<file path="config.mk">
export PLATFORM = sky130hd
export DESIGN_NAME = wheel_speed_pid_unit
export DESIGN_NICKNAME = d
export VERILOG_FILES = /design/src/wsp_pkg.sv /design/src/wheel_speed_pid_unit.sv /design/src/wsp_div.sv /design/src/wsp_datapath.sv /design/src/wsp_ctrl.sv
export SDC_FILE = /design/constraint.sdc
export NUM_CORES = 2
export LEC_CHECK = 0
export BUFFER_PORTS_ARGS = -buffer_cell sky130_fd_sc_hd__buf_2
export CAP_MARGIN = 40
export CORE_ASPECT_RATIO = 1.2
export CORE_MARGIN = 2
export CORE_UTILIZATION = 35
export CTS_CLUSTER_DIAMETER = 150
export DETAILED_ROUTE_END_ITERATION = 6
export PLACE_DENSITY_LB_ADDON = 0.08
export SETUP_SLACK_MARGIN = 0.05
export SLEW_MARGIN = 20
export SYNTH_ARGS = -nofsm -noshare
export SYNTH_HDL_FRONTEND = slang
export SYNTH_SLANG_ARGS = --single-unit
</file>
<file path="constraint.sdc">
create_clock -name clk -period 18.7 [get_ports clk]
set_input_delay 0.935 -clock clk [delete_from_list [all_inputs] [get_ports clk]]
set_output_delay 0.935 -clock clk [all_outputs]
set_load 0.05 [all_outputs]
</file>
<file path="src/wsp_pkg.sv">
// Shared constants, types and helper functions of the wheel speed loop.
package wsp_pkg;

  localparam int FRAC_BITS  = 8;
  localparam int PWM_MAX    = 255;
  localparam int GAIN_FRAC  = 12;
  localparam int DECAY_FRAC = 8;
  localparam int DECAY_ONE  = 2 ** DECAY_FRAC;

  localparam int CFG_IDX_W  = 3;
  localparam int CFG_DATA_W = 20;
  localparam int GAIN_W     = 16;
  localparam int LIM_W      = 20;
  localparam int FAC_W      = 9;

  localparam int DELTA_W = 16;
  localparam int TGT_W   = 19;
  localparam int MS_W    = 16;
  localparam int S24_W   = 24;
  localparam int DUTY_W  = 8;
  localparam int DIFF_W  = S24_W + 1;
  localparam int DERIV_W = 35;

  localparam int ACC_W   = 56;
  localparam int CHUNK_W = 18;
  localparam int OPA_W   = 2 * CHUNK_W;
  localparam int OPB_W   = 17;
  localparam int PROD_W  = CHUNK_W + OPB_W;

  localparam int DIVD_W         = 40;
  localparam int DVS_W          = 32;
  localparam int QUO_W          = DIVD_W + 1;
  localparam int DIV_RADIX_BITS = 2;
  localparam int DIV_STEPS      = DIVD_W / DIV_RADIX_BITS;
  localparam int DIV_CNT_W      = $clog2(DIV_STEPS);

  localparam int MS_PER_S = 1000;
  localparam logic [OPA_W-1:0] SPEED_SCALE = OPA_W'(longint'(60000) << FRAC_BITS);

  localparam longint S24_MAX = 8388607;
  localparam longint S24_MIN = -8388608;

  typedef enum logic [CFG_IDX_W-1:0] {
    REG_GAIN_P    = 3'd0,
    REG_GAIN_I    = 3'd1,
    REG_GAIN_D    = 3'd2,
    REG_INT_LIMIT = 3'd3,
    REG_DECAY_BND = 3'd4,
    REG_DECAY_FAC = 3'd5,
    REG_PPR       = 3'd6
  } cfg_reg_t;

  typedef enum logic [2:0] {
    A_PPR, A_SCALE, A_ERR, A_INTEG, A_DIFF, A_DERIV
  } a_sel_t;

  typedef enum logic [2:0] {
    B_MS, B_DELTA, B_FAC, B_K1000, B_GP, B_GI, B_GD
  } b_sel_t;

  typedef enum logic [1:0] {
    DVS_DEN, DVS_K1000, DVS_MS
  } dvs_sel_t;

  typedef enum logic [5:0] {
    S_IDLE, S_DEN0, S_DEN1, S_DEN2, S_NUM1, S_NUM2, S_NUM3, S_DIV_SPD, S_SPD,
    S_IN0, S_IN1, S_IN2, S_IN3, S_DIV_IN, S_INT,
    S_DEC0, S_DEC1, S_DEC2, S_DEC3,
    S_DR0, S_DR1, S_DR2, S_DR3, S_DIV_DR, S_DER,
    S_SUM0, S_SUM1, S_SUM2, S_SUM3, S_SUM4, S_SUM5, S_SUM6, S_FIN
  } state_t;

  typedef struct packed {
    logic     load;
    logic     mul_en;
    a_sel_t   a_sel;
    b_sel_t   b_sel;
    logic     chunk;
    logic     acc_clr;
    logic     den_ld;
    logic     div_start;
    dvs_sel_t dvs_sel;
    logic     spd_ld;
    logic     integ_ld;
    logic     decay_ld;
    logic     deriv_ld;
    logic     fin_ld;
  } wsp_cmd_t;

  typedef struct packed {
    logic div_done;
  } wsp_status_t;

  function automatic logic signed [S24_W-1:0] sat_s24(input logic signed [ACC_W-1:0] v);
    logic signed [S24_W-1:0] r;
    if (v > S24_MAX) r = S24_W'(S24_MAX);
    else if (v < S24_MIN) r = S24_W'(S24_MIN);
    else r = v[S24_W-1:0];
    return r;
  endfunction

  // Arithmetic right shift that rounds toward zero.
  function automatic logic signed [ACC_W-1:0] shr_trunc(input logic signed [ACC_W-1:0] v,
                                                        input int sh);
    logic signed [ACC_W-1:0] bias;
    logic signed [ACC_W-1:0] t;
    bias = signed'((ACC_W'(1) << sh) - ACC_W'(1));
    t = v[ACC_W-1] ? (v + bias) : v;
    return t >>> sh;
  endfunction

endpackage

</file>
<file path="src/wheel_speed_pid_unit.sv">
// Top level of the single-wheel speed loop: PID with integral clamp and decay.
//
// Channels: a configuration write channel (cfg_valid/cfg_ready, cfg_index,
// cfg_data) that is always ready and is meant to be used while no tick is in
// flight; an input channel carrying one control tick per beat (count_change,
// target_speed, elapsed_ms); and an output channel carrying one result beat
// per tick (measured_speed, control_value, drive_forward, pwm_duty).
// Three divider passes (two quotient bits per cycle) dominate the time from an
// accepted input beat to out_valid, and the rest is the shared 18x17 multiplier
// sequence of the controller. A new input beat is taken as soon as the previous
// tick has written its result into the output register.
// Reset clears the integral and the last error, loads the default gains and
// drops out_valid. When the receiver stalls, the result holds in the output
// register while the next tick is accepted and computed; that tick then waits
// at its final step until the held beat is taken.
module wheel_speed_pid_unit (
  input  logic                               clk,
  input  logic                               rst,
  input  logic                               cfg_valid,
  output logic                               cfg_ready,
  input  logic [wsp_pkg::CFG_IDX_W-1:0]      cfg_index,
  input  logic [wsp_pkg::CFG_DATA_W-1:0]     cfg_data,
  input  logic                               in_valid,
  output logic                               in_ready,
  input  logic signed [wsp_pkg::DELTA_W-1:0] count_change,
  input  logic signed [wsp_pkg::TGT_W-1:0]   target_speed,
  input  logic [wsp_pkg::MS_W-1:0]           elapsed_ms,
  output logic                               out_valid,
  input  logic                               out_ready,
  output logic signed [wsp_pkg::S24_W-1:0]   measured_speed,
  output logic signed [wsp_pkg::S24_W-1:0]   control_value,
  output logic                               drive_forward,
  output logic [wsp_pkg::DUTY_W-1:0]         pwm_duty
);
  import wsp_pkg::*;

  wsp_cmd_t    cmd;
  wsp_status_t status;

  assign cfg_ready = 1'b1;

  wsp_ctrl u_ctrl (
    .clk       (clk),
    .rst       (rst),
    .in_valid  (in_valid),
    .in_ready  (in_ready),
    .out_valid (out_valid),
    .out_ready (out_ready),
    .status    (status),
    .cmd       (cmd)
  );

  wsp_datapath u_dp (
    .clk            (clk),
    .rst            (rst),
    .cmd            (cmd),
    .status         (status),
    .cfg_valid      (cfg_valid),
    .cfg_index      (cfg_index),
    .cfg_data       (cfg_data),
    .count_change   (count_change),
    .target_speed   (target_speed),
    .elapsed_ms     (elapsed_ms),
    .measured_speed (measured_speed),
    .control_value  (control_value),
    .drive_forward  (drive_forward),
    .pwm_duty       (pwm_duty)
  );

endmodule

</file>
<file path="src/wsp_div.sv">
// Restoring unsigned divider that retires two quotient bits per cycle.
module wsp_div (
  input  logic                       clk,
  input  logic                       rst,
  input  logic                       start,
  input  logic [wsp_pkg::DIVD_W-1:0] dividend,
  input  logic [wsp_pkg::DVS_W-1:0]  divisor,
  output logic                       done,
  output logic [wsp_pkg::DIVD_W-1:0] quotient
);
  import wsp_pkg::*;

  logic                 busy;
  logic [DIV_CNT_W-1:0] cnt;
  logic [DVS_W:0]       rem;
  logic [DVS_W:0]       rem_next;
  logic [DIVD_W-1:0]    quo_next;
  logic [DVS_W-1:0]     dvs;

  always_comb begin
    rem_next = rem;
    quo_next = quotient;
    for (int i = 0; i < DIV_RADIX_BITS; i++) begin
      rem_next = {rem_next[DVS_W-1:0], quo_next[DIVD_W-1]};
      quo_next = {quo_next[DIVD_W-2:0], 1'b0};
      if (rem_next >= {1'b0, dvs}) begin
        rem_next    = rem_next - {1'b0, dvs};
        quo_next[0] = 1'b1;
      end
    end
  end

  always_ff @(posedge clk) begin
    if (rst) begin
      busy <= 1'b0;
      done <= 1'b0;
      cnt  <= '0;
    end else begin
      done <= 1'b0;
      if (start) begin
        busy <= 1'b1;
        cnt  <= '0;
      end else if (busy) begin
        cnt <= cnt + DIV_CNT_W'(1);
        if (cnt == DIV_CNT_W'(DIV_STEPS - 1)) begin
          busy <= 1'b0;
          done <= 1'b1;
        end
      end
    end
  end

  always_ff @(posedge clk) begin
    if (start) begin
      rem      <= '0;
      quotient <= dividend;
      dvs      <= divisor;
    end else if (busy) begin
      rem      <= rem_next;
      quotient <= quo_next;
    end
  end

endmodule

</file>
<file path="src/wsp_datapath.sv">
// Datapath: configuration registers, shared multiplier, accumulator, divider and loop state.
module wsp_datapath (
  input  logic                                clk,
  input  logic                                rst,
  input  wsp_pkg::wsp_cmd_t                   cmd,
  output wsp_pkg::wsp_status_t                status,
  input  logic                                cfg_valid,
  input  logic [wsp_pkg::CFG_IDX_W-1:0]       cfg_index,
  input  logic [wsp_pkg::CFG_DATA_W-1:0]      cfg_data,
  input  logic signed [wsp_pkg::DELTA_W-1:0]  count_change,
  input  logic signed [wsp_pkg::TGT_W-1:0]    target_speed,
  input  logic [wsp_pkg::MS_W-1:0]            elapsed_ms,
  output logic signed [wsp_pkg::S24_W-1:0]    measured_speed,
  output logic signed [wsp_pkg::S24_W-1:0]    control_value,
  output logic                                drive_forward,
  output logic [wsp_pkg::DUTY_W-1:0]          pwm_duty
);
  import wsp_pkg::*;

  logic [GAIN_W-1:0] gain_p, gain_i, gain_d, decay_band, pulses_per_rev;
  logic [LIM_W-1:0]  integral_limit;
  logic [FAC_W-1:0]  decay_factor;

  logic signed [DELTA_W-1:0] delta;
  logic signed [TGT_W-1:0]   target;
  logic [MS_W-1:0]           ms;
  logic [DVS_W-1:0]          den;
  logic signed [S24_W-1:0]   speed, err, integ, integral_sum, last_error;
  logic signed [DERIV_W-1:0] deriv;

  logic signed [ACC_W-1:0] acc;
  logic [PROD_W-1:0]       prod;
  logic                    prod_neg, prod_hi, prod_vld;
  logic                    div_neg;

  logic [GAIN_W-1:0]         ppr_eff;
  logic [FAC_W-1:0]          fac_eff;
  logic [S24_W-1:0]          err_mag, integ_mag;
  logic signed [DIFF_W-1:0]  diff;
  logic [DIFF_W-1:0]         diff_mag;
  logic [DERIV_W-1:0]        deriv_mag;
  logic [DELTA_W-1:0]        delta_mag;
  logic [OPA_W-1:0]          op_a;
  logic [CHUNK_W-1:0]        chunk_a;
  logic [OPB_W-1:0]          op_b;
  logic                      a_neg, b_neg;
  logic signed [ACC_W-1:0]   prod_ext;
  logic [ACC_W-1:0]          acc_mag;
  logic [DVS_W-1:0]          dvs_mux;
  logic                      div_done;
  logic [DIVD_W-1:0]         quo;
  logic signed [QUO_W-1:0]   q_s;
  logic signed [S24_W-1:0]   spd_w;
  logic signed [S24_W:0]     err_diff;
  logic signed [ACC_W-1:0]   isum, lim_s, integ_w;
  logic signed [S24_W-1:0]   ctrl_w;
  logic [S24_W-1:0]          ctrl_mag, ctrl_int;

  // Configuration registers.
  always_ff @(posedge clk) begin
    if (rst) begin
      gain_p         <= GAIN_W'(1638);
      gain_i         <= GAIN_W'(4096);
      gain_d         <= GAIN_W'(328);
      integral_limit <= LIM_W'(25600);
      decay_band     <= GAIN_W'(256);
      decay_factor   <= FAC_W'(230);
      pulses_per_rev <= GAIN_W'(1612);
    end else if (cfg_valid) begin
      case (cfg_reg_t'(cfg_index))
        REG_GAIN_P:    gain_p         <= cfg_data[GAIN_W-1:0];
        REG_GAIN_I:    gain_i         <= cfg_data[GAIN_W-1:0];
        REG_GAIN_D:    gain_d         <= cfg_data[GAIN_W-1:0];
        REG_INT_LIMIT: integral_limit <= cfg_data[LIM_W-1:0];
        REG_DECAY_BND: decay_band     <= cfg_data[GAIN_W-1:0];
        REG_DECAY_FAC: decay_factor   <= cfg_data[FAC_W-1:0];
        REG_PPR:       pulses_per_rev <= cfg_data[GAIN_W-1:0];
        default: ;
      endcase
    end
  end

  assign ppr_eff   = (pulses_per_rev == '0) ? GAIN_W'(1) : pulses_per_rev;
  assign fac_eff   = (decay_factor > FAC_W'(DECAY_ONE)) ? FAC_W'(DECAY_ONE) : decay_factor;
  assign err_mag   = err[S24_W-1] ? -err : err;
  assign integ_mag = integ[S24_W-1] ? -integ : integ;
  assign diff      = DIFF_W'(err) - DIFF_W'(last_error);
  assign diff_mag  = diff[DIFF_W-1] ? -diff : diff;
  assign deriv_mag = deriv[DERIV_W-1] ? -deriv : deriv;
  assign delta_mag = delta[DELTA_W-1] ? -delta : delta;

  // Operand selection for the shared multiplier, in sign and magnitude form.
  always_comb begin
    a_neg = 1'b0;
    case (cmd.a_sel)
      A_PPR:   op_a = OPA_W'(ppr_eff);
      A_SCALE: op_a = SPEED_SCALE;
      A_ERR: begin
        op_a  = OPA_W'(err_mag);
        a_neg = err[S24_W-1];
      end
      A_INTEG: begin
        op_a  = OPA_W'(integ_mag);
        a_neg = integ[S24_W-1];
      end
      A_DIFF: begin
        op_a  = OPA_W'(diff_mag);
        a_neg = diff[DIFF_W-1];
      end
      A_DERIV: begin
        op_a  = OPA_W'(deriv_mag);
        a_neg = deriv[DERIV_W-1];
      end
      default: op_a = '0;
    endcase
  end

  always_comb begin
    b_neg = 1'b0;
    case (cmd.b_sel)
      B_MS:    op_b = OPB_W'(ms);
      B_DELTA: begin
        op_b  = OPB_W'(delta_mag);
        b_neg = delta[DELTA_W-1];
      end
      B_FAC:   op_b = OPB_W'(fac_eff);
      B_K1000: op_b = OPB_W'(MS_PER_S);
      B_GP:    op_b = OPB_W'(gain_p);
      B_GI:    op_b = OPB_W'(gain_i);
      B_GD:    op_b = OPB_W'(gain_d);
      default: op_b = '0;
    endcase
  end

  assign chunk_a  = cmd.chunk ? op_a[OPA_W-1:CHUNK_W] : op_a[CHUNK_W-1:0];
  assign prod_ext = signed'(ACC_W'(prod) << (prod_hi ? CHUNK_W : 0));

  // Multiplier stage, then accumulation in the following cycle.
  always_ff @(posedge clk) begin
    if (rst) begin
      prod_vld <= 1'b0;
    end else begin
      prod_vld <= cmd.mul_en;
    end
  end

  always_ff @(posedge clk) begin
    if (cmd.mul_en) begin
      prod     <= PROD_W'(chunk_a) * PROD_W'(op_b);
      prod_neg <= a_neg ^ b_neg;
      prod_hi  <= cmd.chunk;
    end
    if (cmd.acc_clr) begin
      acc <= '0;
    end else if (prod_vld) begin
      acc <= prod_neg ? (acc - prod_ext) : (acc + prod_ext);
    end
  end

  // Divider feed: magnitude of the accumulator over the selected divisor.
  assign acc_mag = acc[ACC_W-1] ? -acc : acc;

  always_comb begin
    case (cmd.dvs_sel)
      DVS_DEN:   dvs_mux = den;
      DVS_K1000: dvs_mux = DVS_W'(MS_PER_S);
      DVS_MS:    dvs_mux = DVS_W'(ms);
      default:   dvs_mux = DVS_W'(1);
    endcase
  end

  wsp_div u_div (
    .clk      (clk),
    .rst      (rst),
    .start    (cmd.div_start),
    .dividend (acc_mag[DIVD_W-1:0]),
    .divisor  (dvs_mux),
    .done     (div_done),
    .quotient (quo)
  );

  assign status.div_done = div_done;

  assign q_s      = div_neg ? -signed'({1'b0, quo}) : signed'({1'b0, quo});
  assign spd_w    = sat_s24(ACC_W'(q_s));
  assign err_diff = (S24_W+1)'(target) - (S24_W+1)'(spd_w);

  assign isum  = ACC_W'(integral_sum) + ACC_W'(q_s);
  assign lim_s = signed'(ACC_W'(integral_limit));
  always_comb begin
    if (isum > lim_s) integ_w = lim_s;
    else if (isum < -lim_s) integ_w = -lim_s;
    else integ_w = isum;
  end

  assign ctrl_w   = sat_s24(shr_trunc(acc, GAIN_FRAC));
  assign ctrl_mag = ctrl_w[S24_W-1] ? -ctrl_w : ctrl_w;
  assign ctrl_int = ctrl_mag >> FRAC_BITS;

  // Loop state is cleared to zero by reset.
  always_ff @(posedge clk) begin
    if (rst) begin
      integral_sum <= '0;
      last_error   <= '0;
    end else if (cmd.fin_ld) begin
      integral_sum <= integ;
      last_error   <= err;
    end
  end

  always_ff @(posedge clk) begin
    if (cmd.load) begin
      delta  <= count_change;
      target <= target_speed;
      ms     <= (elapsed_ms == '0) ? MS_W'(1) : elapsed_ms;
    end
    if (cmd.den_ld) begin
      den <= acc[DVS_W-1:0];
    end
    if (cmd.div_start) begin
      div_neg <= acc[ACC_W-1];
    end
    if (cmd.spd_ld) begin
      speed <= spd_w;
      err   <= sat_s24(ACC_W'(err_diff));
    end
    if (cmd.integ_ld) begin
      integ <= integ_w[S24_W-1:0];
    end
    if (cmd.decay_ld && (err_mag < S24_W'(decay_band))) begin
      integ <= shr_trunc(acc, DECAY_FRAC)[S24_W-1:0];
    end
    if (cmd.deriv_ld) begin
      deriv <= q_s[DERIV_W-1:0];
    end
    if (cmd.fin_ld) begin
      measured_speed <= speed;
      control_value  <= ctrl_w;
      drive_forward  <= !ctrl_w[S24_W-1] && (ctrl_w != '0);
      pwm_duty       <= (ctrl_int > S24_W'(PWM_MAX)) ? DUTY_W'(PWM_MAX)
                                                     : ctrl_int[DUTY_W-1:0];
    end
  end

endmodule

</file>
<file path="src/wsp_ctrl.sv">
// Controller: sequences the multiplier and divider passes of one control tick.
module wsp_ctrl (
  input  logic                 clk,
  input  logic                 rst,
  input  logic                 in_valid,
  output logic                 in_ready,
  output logic                 out_valid,
  input  logic                 out_ready,
  input  wsp_pkg::wsp_status_t status,
  output wsp_pkg::wsp_cmd_t    cmd
);
  import wsp_pkg::*;

  state_t state, state_next;
  logic   fin_fire;

  assign in_ready = (state == S_IDLE);
  assign fin_fire = (state == S_FIN) && (!out_valid || out_ready);

  always_ff @(posedge clk) begin
    if (rst) begin
      state     <= S_IDLE;
      out_valid <= 1'b0;
    end else begin
      state <= state_next;
      if (fin_fire) out_valid <= 1'b1;
      else if (out_ready) out_valid <= 1'b0;
    end
  end

  always_comb begin
    state_next = state;
    case (state)
      S_IDLE:    if (in_valid) state_next = S_DEN0;
      S_DEN0:    state_next = S_DEN1;
      S_DEN1:    state_next = S_DEN2;
      S_DEN2:    state_next = S_NUM1;
      S_NUM1:    state_next = S_NUM2;
      S_NUM2:    state_next = S_NUM3;
      S_NUM3:    state_next = S_DIV_SPD;
      S_DIV_SPD: if (status.div_done) state_next = S_SPD;
      S_SPD:     state_next = S_IN0;
      S_IN0:     state_next = S_IN1;
      S_IN1:     state_next = S_IN2;
      S_IN2:     state_next = S_IN3;
      S_IN3:     state_next = S_DIV_IN;
      S_DIV_IN:  if (status.div_done) state_next = S_INT;
      S_INT:     state_next = S_DEC0;
      S_DEC0:    state_next = S_DEC1;
      S_DEC1:    state_next = S_DEC2;
      S_DEC2:    state_next = S_DEC3;
      S_DEC3:    state_next = S_DR0;
      S_DR0:     state_next = S_DR1;
      S_DR1:     state_next = S_DR2;
      S_DR2:     state_next = S_DR3;
      S_DR3:     state_next = S_DIV_DR;
      S_DIV_DR:  if (status.div_done) state_next = S_DER;
      S_DER:     state_next = S_SUM0;
      S_SUM0:    state_next = S_SUM1;
      S_SUM1:    state_next = S_SUM2;
      S_SUM2:    state_next = S_SUM3;
      S_SUM3:    state_next = S_SUM4;
      S_SUM4:    state_next = S_SUM5;
      S_SUM5:    state_next = S_SUM6;
      S_SUM6:    state_next = S_FIN;
      S_FIN:     if (fin_fire) state_next = S_IDLE;
      default:   state_next = S_IDLE;
    endcase
  end

  always_comb begin
    cmd         = '0;
    cmd.a_sel   = A_PPR;
    cmd.b_sel   = B_MS;
    cmd.dvs_sel = DVS_DEN;
    case (state)
      S_IDLE: cmd.load = in_valid;
      S_DEN0: begin
        cmd.mul_en  = 1'b1;
        cmd.acc_clr = 1'b1;
      end
      S_DEN2: begin
        // The divisor is taken from the accumulator as the numerator starts.
        cmd.den_ld  = 1'b1;
        cmd.mul_en  = 1'b1;
        cmd.acc_clr = 1'b1;
        cmd.a_sel   = A_SCALE;
        cmd.b_sel   = B_DELTA;
      end
      S_NUM1: begin
        cmd.mul_en = 1'b1;
        cmd.chunk  = 1'b1;
        cmd.a_sel  = A_SCALE;
        cmd.b_sel  = B_DELTA;
      end
      S_NUM3: cmd.div_start = 1'b1;
      S_SPD:  cmd.spd_ld = 1'b1;
      S_IN0: begin
        cmd.mul_en  = 1'b1;
        cmd.acc_clr = 1'b1;
        cmd.a_sel   = A_ERR;
      end
      S_IN1: begin
        cmd.mul_en = 1'b1;
        cmd.chunk  = 1'b1;
        cmd.a_sel  = A_ERR;
      end
      S_IN3: begin
        cmd.div_start = 1'b1;
        cmd.dvs_sel   = DVS_K1000;
      end
      S_INT: cmd.integ_ld = 1'b1;
      S_DEC0: begin
        cmd.mul_en  = 1'b1;
        cmd.acc_clr = 1'b1;
        cmd.a_sel   = A_INTEG;
        cmd.b_sel   = B_FAC;
      end
      S_DEC1: begin
        cmd.mul_en = 1'b1;
        cmd.chunk  = 1'b1;
        cmd.a_sel  = A_INTEG;
        cmd.b_sel  = B_FAC;
      end
      S_DEC3: cmd.decay_ld = 1'b1;
      S_DR0: begin
        cmd.mul_en  = 1'b1;
        cmd.acc_clr = 1'b1;
        cmd.a_sel   = A_DIFF;
        cmd.b_sel   = B_K1000;
      end
      S_DR1: begin
        cmd.mul_en = 1'b1;
        cmd.chunk  = 1'b1;
        cmd.a_sel  = A_DIFF;
        cmd.b_sel  = B_K1000;
      end
      S_DR3: begin
        cmd.div_start = 1'b1;
        cmd.dvs_sel   = DVS_MS;
      end
      S_DER: cmd.deriv_ld = 1'b1;
      S_SUM0: begin
        cmd.mul_en  = 1'b1;
        cmd.acc_clr = 1'b1;
        cmd.a_sel   = A_ERR;
        cmd.b_sel   = B_GP;
      end
      S_SUM1: begin
        cmd.mul_en = 1'b1;
        cmd.chunk  = 1'b1;
        cmd.a_sel  = A_ERR;
        cmd.b_sel  = B_GP;
      end
      S_SUM2: begin
        cmd.mul_en = 1'b1;
        cmd.a_sel  = A_INTEG;
        cmd.b_sel  = B_GI;
      end
      S_SUM3: begin
        cmd.mul_en = 1'b1;
        cmd.chunk  = 1'b1;
        cmd.a_sel  = A_INTEG;
        cmd.b_sel  = B_GI;
      end
      S_SUM4: begin
        cmd.mul_en = 1'b1;
        cmd.a_sel  = A_DERIV;
        cmd.b_sel  = B_GD;
      end
      S_SUM5: begin
        cmd.mul_en = 1'b1;
        cmd.chunk  = 1'b1;
        cmd.a_sel  = A_DERIV;
        cmd.b_sel  = B_GD;
      end
      S_FIN:  cmd.fin_ld = fin_fire;
      default: ;
    endcase
  end

endmodule

</file>
# Word-level counts from Yosys, hierarchy flattened
# Cells that the tools add are included.
[word_totals]
register_bits = 617
inputBits = 79
out_inout_bits = 60
wordCells = 228
[op_classes]
n_addsub = 19
mul = 1
n_lt_le_gt_ge = 13
n_eq_ne = 57
shifts = 1
muxes = 61
bitwise_logic = 2
reduce_logical = 39
[ops]
columns = ["operator", "n"]
rows = [
  ["two-way mux 24 bit", 12],
  ["case mux 35 bit (6 select lines)", 1],
  ["case mux 6 bit (33 select lines)", 1],
  ["two-way mux 40 bit", 3],
  ["two-way mux 56 bit", 2],
  ["case mux 16 bit (7 select lines)", 1],
  ["== test 6 x 5 -> 1 bit (second input constant)", 16],
  ["two-way mux 32 bit", 3],
  ["case mux 32 bit (3 select lines)", 1],
  ["negation 24 bit", 3],
  ["greater-or-equal comparator 33 x 32 -> 1 bit", 2],
  ["subtractor 32 bit", 2],
  ["adder 56 x 13 -> 56 bit (second input constant)", 1],
  ["adder 56 bit", 1],
  ["< comparator 42 x 56 -> 1 bit", 1],
  ["negation 20 -> 56 bit", 1],
  ["left shift 35 x 32 -> 56 bit", 1],
  ["subtractor 56 bit", 1],
  ["== test 6 x 4 -> 1 bit (second input constant)", 8],
  ["greater-than comparator 44 x 24 -> 1 bit (second input constant)", 1],
  ["< comparator 44 x 24 -> 1 bit (second input constant)", 1],
  ["adder 24 x 41 -> 42 bit", 1],
  ["greater-than comparator 42 x 21 -> 1 bit", 1],
  ["greater-than comparator 41 x 24 -> 1 bit (second input constant)", 1],
  ["other kinds (60)", 127],
]

# Logic depth before layout (Yosys ltp)
[logic_depth]
depth_word = 8
mapped_depth = 42
mapped_depth_nobuf = 39

# By module
# Synthesis repeated with hierarchy kept, for this count alone.
[unflattened]
cells_unflattened = 6638
area_unflattened_um2 = 56593.0
[by_module_without_submodules]
columns = ["module", "n_inst", "cells_per_inst", "area_each_um2", "seq_area_each_um2"]
rows = [
  ["wsp_datapath", 1, 5646, 47580.6, 12842.3],
  ["wsp_div", 1, 865, 8099.0, 2942.8],
  ["wsp_ctrl", 1, 125, 902.1, 140.1],
  ["wheel_speed_pid_unit", 1, 2, 11.3, 0.0],
]

# Worst setup path before layout
# No wires, ideal clock.
[synth_path]
path_type = "register -> register"
from = "reg u_dp.err[0]"
to = "reg u_dp.prod[30] (data pin)"
setup_time_ns = 0.258
arrival_ns = 9.276
required_time_ns = 18.442
path_slack_ns = 9.165
path_stages_with_launch = 38
path_buffers = 0
period_less_slack_ns = 9.535
cell_sequence = "edfxtp_1 > inv_1 > ha_1 > fa_1 > nand2b_1 > a21oi_1 > o21a_1 > nor2_1 > or3_1 > a21oi_1 > nand4_1 > or3_1 > or3b_2 > or4_1 > o2111ai_1 > a21oi_1 > and2_1 > fa_1 > (+2 left out) > inv_1 > fa_1 > ha_1 > fa_1 > inv_1 > fa_1 > inv_1 > ha_1 > and2_1 > o21ai_0 > o21ai_0 > a21oi_1 > a21oi_1 > a21o_1 > or4_1 > a31o_2 > a31oi_1 > xnor2_1"
[synth_between]
elab_chain_len = 6
word_cells_on_any_way = 8
classes_between = "add/sub: 3; mul: 1; mux: 4"
[synth_rtl]
columns = ["element", "line", "text"]
rows = [
  ["from (decl)", "wsp_datapath.sv:28", "logic signed [S24_W-1:0] speed, err, integ, integral_sum, last_error;"],
  ["from (signal assigned)", "wsp_datapath.sv:225", "err <= sat_s24(ACC_W'(err_diff));"],
  ["subtractor 24 x 24 -> 25 bit", "wsp_datapath.sv:87", "assign diff = DIFF_W'(err) - DIFF_W'(last_error);"],
  ["negation 25 bit", "wsp_datapath.sv:88", "assign diff_mag = diff[DIFF_W-1] ? -diff : diff;"],
  ["two-way mux 25 bit", "wsp_datapath.sv:88", ""],
  ["case mux 35 bit (6 select lines) *", "wsp_datapath.sv:95", "case (cmd.a_sel)"],
  ["two-way mux 18 bit *", "wsp_datapath.sv:135", "assign chunk_a = cmd.chunk ? op_a[OPA_W-1:CHUNK_W] : op_a[CHUNK_W-1:0];"],
  ["multiplier 18 x 16 -> 34 bit *", "wsp_datapath.sv:149", "prod <= PROD_W'(chunk_a) * PROD_W'(op_b);"],
  ["to (signal assigned)", "wsp_datapath.sv:149", ""],
  ["to (decl)", "wsp_datapath.sv:32", "logic [PROD_W-1:0] prod;"],
]
# Every way passes the cells marked *; elsewhere a longest branch is shown, timed or not.
# A chain may end at the register's enable or synchronous reset.

# Worst setup path after layout
[layout_path]
from = "reg u_dp.err[0]"
to = "reg u_dp.prod[31] (data pin)"
# The elaborated chain is that of the path after synthesis.

==> metrics.txt <==
# TYPE chip_impl_metric gauge
chip_impl_info{name="status",value="complete, but fails checks"} 1
chip_impl_info{name="failed_checks",value="DRC"} 1
chip_impl_metric{name="viasPerCell",unit=""} 5.56
chip_impl_metric{name="holdWs",unit="ns"} 0.399
chip_impl_metric{name="maximum_number_of_pins_on_one_net_before_global_route_repair",unit=""} 80
chip_impl_metric{name="worst_slew_pin_slew",unit="ns"} 0.958
chip_impl_metric{name="placedInstanceArea",unit="um2"} 58700
chip_impl_metric{name="gp_congestion",unit=""} 0.933
chip_impl_metric{name="wire_per_inst",unit="um"} 23.8
chip_impl_metric{name="num_rows",unit=""} 159
chip_impl_metric{name="fillCellCount",unit=""} 16096
chip_impl_metric{name="cts_resized",unit=""} 0
chip_impl_metric{name="final_cells",unit=""} 8717
chip_impl_metric{name="routed_wl",unit="um"} 208000
chip_impl_metric{name="mappedNetlistNets",unit=""} 7225
chip_impl_metric{name="internal_power",unit="uW"} 4350
chip_impl_info{name="tritoncts",value="done"} 1
chip_impl_metric{name="pwr-share-clk",unit=""} 0.208
chip_impl_metric{name="die_w",unit="um"} 367
chip_impl_info{name="slowest_stage",value="sky130_fd_sc_hd__fa_1"} 1
chip_impl_metric{name="clock_latency_on_the_worst_skew_pair",unit="ns"} 0.72
chip_impl_info{name="ranking_of_synthesized_cells_by_area",value="sky130_fd_sc_hd__edfxtp_1, sky130_fd_sc_hd__dfxtp_1, sky130_fd_sc_hd__ha_1, sky130_fd_sc_hd__fa_1, sky130_fd_sc_hd__nand2_1"} 1
chip_impl_info{name="critical_path.startpoint",value="u_dp.err[0]"} 1
chip_impl_metric{name="async_reset_ff_frac",unit=""} 0
chip_impl_metric{name="ys_types",unit=""} 98
chip_impl_metric{name="fin_ws",unit="ns"} 7.92
chip_impl_metric{name="cp_slowest_stage_delay",unit="ns"} 0.56
chip_impl_metric{name="detail_route.first_pass.iterations",unit=""} 7
chip_impl_metric{name="sequential_element_share_of_the_synthesized_area",unit=""} 0.288
chip_impl_metric{name="arr_time_crit_path",unit="ns"} 11.23
chip_impl_metric{name="ant_nets",unit=""} 0
chip_impl_metric{name="dp_slack",unit="ns"} 8.07
chip_impl_metric{name="effective_utilization_at_floorplan",unit=""} 0.353
chip_impl_info{name="path_common_cell",value="sky130_fd_sc_hd__fa_1"} 1
chip_impl_info{name="grt_setup_unrepaired",value="no"} 1
chip_impl_metric{name="fin_max_slew_vios",unit=""} 0
chip_impl_info{name="layout_common_cells",value="sky130_fd_sc_hd__nand2_1, sky130_fd_sc_hd__a21oi_1, sky130_fd_sc_hd__inv_1"} 1
chip_impl_metric{name="remaining_overflow_grt",unit=""} 0
chip_impl_metric{name="synth_area_per_cell",unit="um2"} 8.50
chip_impl_metric{name="final_design_area_excluding_fillers",unit="um2"} 61500
chip_impl_metric{name="globalRouteTotalUtil",unit=""} 0.252
chip_impl_metric{name="pin_count",unit=""} 139
chip_impl_metric{name="syn-instance-count",unit=""} 6503
chip_impl_metric{name="max_freq",unit="GHz"} 0.0928
chip_impl_metric{name="max-slew-margin-rel",unit=""} 0.361
chip_impl_metric{name="sw_frac_of_total",unit=""} 0.444
chip_impl_metric{name="drv_cap",unit=""} 0
chip_impl_metric{name="num_vias",unit=""} 48432
chip_impl_info{name="setup_crit_end_kind",value="register"} 1
chip_impl_metric{name="global_route_wire_length_before_repair",unit="um"} 307000
chip_impl_metric{name="post-cts-setup-buffers",unit=""} 0
chip_impl_metric{name="ys_ff_latch",unit=""} 616
chip_impl_metric{name="clock_sink_count",unit=""} 616
chip_impl_metric{name="floorplan.core_area",unit="um2"} 157000
chip_impl_metric{name="setup_viol_count_final",unit=""} 0
chip_impl_metric{name="die_height",unit="um"} 439
chip_impl_metric{name="initial_antenna_violation_count",unit=""} 5
chip_impl_metric{name="pwr_density_cell",unit="nW/um2"} 127
chip_impl_metric{name="r2r_cells",unit=""} 37
chip_impl_metric{name="synth_top_area_frac",unit=""} 0.193
chip_impl_metric{name="setup_tns",unit="ns"} 0
chip_impl_metric{name="hold_buffers",unit=""} 0
chip_impl_metric{name="syn-cell-area",unit="um2"} 55300
chip_impl_metric{name="via_count_of_the_first_global_routing_pass",unit=""} 46813
chip_impl_metric{name="cell_leakage_power",unit="uW"} 0.0252
chip_impl_metric{name="cts_inserted_buffers",unit=""} 77
chip_impl_metric{name="dieArea",unit="um2"} 161000
chip_impl_info{name="clk_root_buffer_cell",value="sky130_fd_sc_hd__clkbuf_16"} 1
chip_impl_metric{name="bufs_on_longest_clock_path",unit=""} 3
chip_impl_info{name="regToRegEndpoint",value="u_dp.prod[31]"} 1
chip_impl_metric{name="crit_required",unit="ns"} 19.15
chip_impl_info{name="ys_dominant_reg_cell",value="sky130_fd_sc_hd__edfxtp_1"} 1
chip_impl_metric{name="synth-edff-count",unit=""} 356
chip_impl_info{name="post-synth-top-area-cell",value="sky130_fd_sc_hd__edfxtp_1"} 1
chip_impl_metric{name="drc",unit=""} 1
chip_impl_metric{name="count_of_synthesis_stage_warnings_from_yosys",unit=""} 0
chip_impl_metric{name="area_growth_syn_to_layout",unit="%"} 11.2
chip_impl_metric{name="timing.final.hold_violations",unit=""} 0
chip_impl_metric{name="dp_hpwl",unit="um"} 164000
chip_impl_metric{name="final.min_clock_period",unit="ns"} 10.78
chip_impl_metric{name="drt_iter0_drc",unit=""} 3712
chip_impl_info{name="timing.critical_path.to",value="u_dp.prod[31]"} 1
chip_impl_metric{name="critPathMaxFanout",unit=""} 6
chip_impl_info{name="worstSetupPathType",value="register to register"} 1
chip_impl_metric{name="cts.htree.levels",unit=""} 3
chip_impl_metric{name="worst_ir_drop_vdd",unit="V"} 0.000174
chip_impl_metric{name="power_switching",unit="uW"} 3480
chip_impl_metric{name="pwr-share-comb",unit=""} 0.541
chip_impl_info{name="worst_r2r_startpoint",value="u_dp.err[0]"} 1
chip_impl_metric{name="placement.io_buffers",unit=""} 137
chip_impl_info{name="critical_path.startpoint_type",value="register"} 1
chip_impl_info{name="layout.cells.most_common",value="sky130_fd_sc_hd__nand2_1"} 1
chip_impl_metric{name="worst_setup_slack_for_register_to_register_paths",unit="ns"} 7.92
chip_impl_metric{name="dp_cells",unit=""} 8564
chip_impl_metric{name="fin_skew",unit="ns"} 0.0293
chip_impl_metric{name="final_net_count",unit=""} 7277
chip_impl_metric{name="share_seq_of_total_power",unit=""} 0.252
chip_impl_metric{name="clk_pin_slew_worst_paths",unit="ns"} 0.06
chip_impl_metric{name="layout-drive-gt1-share",unit=""} 0.0814
chip_impl_metric{name="post-route-period-util",unit=""} 0.576
chip_impl_info{name="hold_path.class",value="primary input to register"} 1
-- layout make-up --
cell class | count | area (um2) | area share
inverters | 489 | 1840 | 0.0299
flip-flops and latches | 616 | 15900 | 0.259
repair buffers | 286 | 1930 | 0.0313
clock inverters | 47 | 638 | 0.0104
clock buffers | 96 | 2040 | 0.0332
multi-input cells | 5085 | 36500 | 0.594
well taps | 2093 | 2620 | 0.0426
diodes | 5 | 12.5 | 0.000204
-- worst min-delay path by stage --
stage / endpoint / cells past startpoint / from / slack [ns]
finish: u_dp.delta[2] / 1 / count_change[2] / 0.40
global route: u_dp.delta[2] / 1 / count_change[2] / 0.37
CTS: u_dp.delta[2] / 1 / count_change[2] / 0.34
detailed placement: u_dp.measured_speed[6] / 0 / u_dp.speed[6] / 0.41
global placement: u_dp.measured_speed[8] / 0 / u_dp.speed[8] / 0.40
floorplan: u_dp.measured_speed[0] / 0 / u_dp.speed[0] / 0.40
-- Yosys cell counts, types with 34 or more instances --
master and instances:
sky130_fd_sc_hd__nand2_1 847, sky130_fd_sc_hd__a21oi_1 492, sky130_fd_sc_hd__inv_1 485, sky130_fd_sc_hd__nor2_1 424, sky130_fd_sc_hd__ha_1 415, sky130_fd_sc_hd__o21ai_0 381, sky130_fd_sc_hd__edfxtp_1 356, sky130_fd_sc_hd__xnor2_1 275
sky130_fd_sc_hd__clkbuf_1 272, sky130_fd_sc_hd__dfxtp_1 260, sky130_fd_sc_hd__fa_1 228, sky130_fd_sc_hd__xor2_1 205, sky130_fd_sc_hd__a21o_1 165, sky130_fd_sc_hd__nand3_1 123, sky130_fd_sc_hd__nor3_1 113, sky130_fd_sc_hd__mux2i_1 112
sky130_fd_sc_hd__nor2b_1 92, sky130_fd_sc_hd__nand2b_1 89, sky130_fd_sc_hd__o31ai_1 84, sky130_fd_sc_hd__and2_1 73, sky130_fd_sc_hd__nand4_1 72, sky130_fd_sc_hd__and3_1 59, sky130_fd_sc_hd__nor4_1 56, sky130_fd_sc_hd__or3_1 56
sky130_fd_sc_hd__a31oi_1 54, sky130_fd_sc_hd__o21a_1 49, sky130_fd_sc_hd__a211oi_1 44, sky130_fd_sc_hd__or4_1 44, sky130_fd_sc_hd__o211ai_1 42, sky130_fd_sc_hd__nand3b_1 34, sky130_fd_sc_hd__o21bai_1 34
-- power by group through the flow --
stage / clock network, uW / logic [uW] / registers, uW
5_1_grt: 1710 / 4790 / 1980
3_5_place_dp: 0 / 4240 / 1990
2_1_floorplan: 0 / 3260 / 1800
3_3_place_gp: 0 / 4240 / 1990
6_report: 1630 / 4230 / 1970
4_1_cts: 1660 / 4270 / 1960
-- metrics by stage --
step                      utilization  power [uW]
after floorplan                     -        5060
after global placement          0.373        6230
after detailed placement        0.375        6230
after CTS                       0.392        7900
after global routing            0.393        8480
final                           0.393        7820
-- logic make-up (layout without fill, tap and decap cells) --
kind of cell	after synthesis	in the layout	synth area share
other cells	1	6	0.0000678
flops	616	616	0.288
fa+ha+maj	646	646	0.177
xor+xnor	480	480	0.0761
simple gates	2204	2204	0.193
compound gates	1623	1623	0.186
buf+inv	802	918	0.0554
mux	131	131	0.0242
-- flip-flops by register name, indices dropped and copies added (netlist names), 16 cells and up --
name                 cells
u_dp.acc                56
u_dp.u_div.quotient     40
u_dp.deriv              35
u_dp.prod               34
u_dp.den                32
u_dp.u_div.dvs          32
u_dp.u_div.rem          32
u_dp.control_value      24
u_dp.err                24
u_dp.integ              24
u_dp.integral_sum       24
u_dp.last_error         24
u_dp.measured_speed     24
u_dp.speed              24
u_dp.integral_limit     20
u_dp.target             19
u_dp.decay_band         16
u_dp.delta              16
u_dp.gain_d             16
u_dp.gain_i             16
u_dp.gain_p             16
u_dp.ms                 16
u_dp.pulses_per_rev     16
-- layer usage --
metal,part of all wire,global-route usage
met5,0,0
met4,0.037,0.0901
met3,0.034,0.0223
met2,0.49,0.437
met1,0.44,0.326
-- critical path, delay by kind of cell (launching register included) --
kind,cells,cell delay (ns)
compound gates,13,3.64
xor+xnor,2,0.21
fa+ha+maj,9,3.81
buf+inv,5,0.28
simple gates,8,2.13
flops,1,0.44
(Power assumes the default switching activity.)
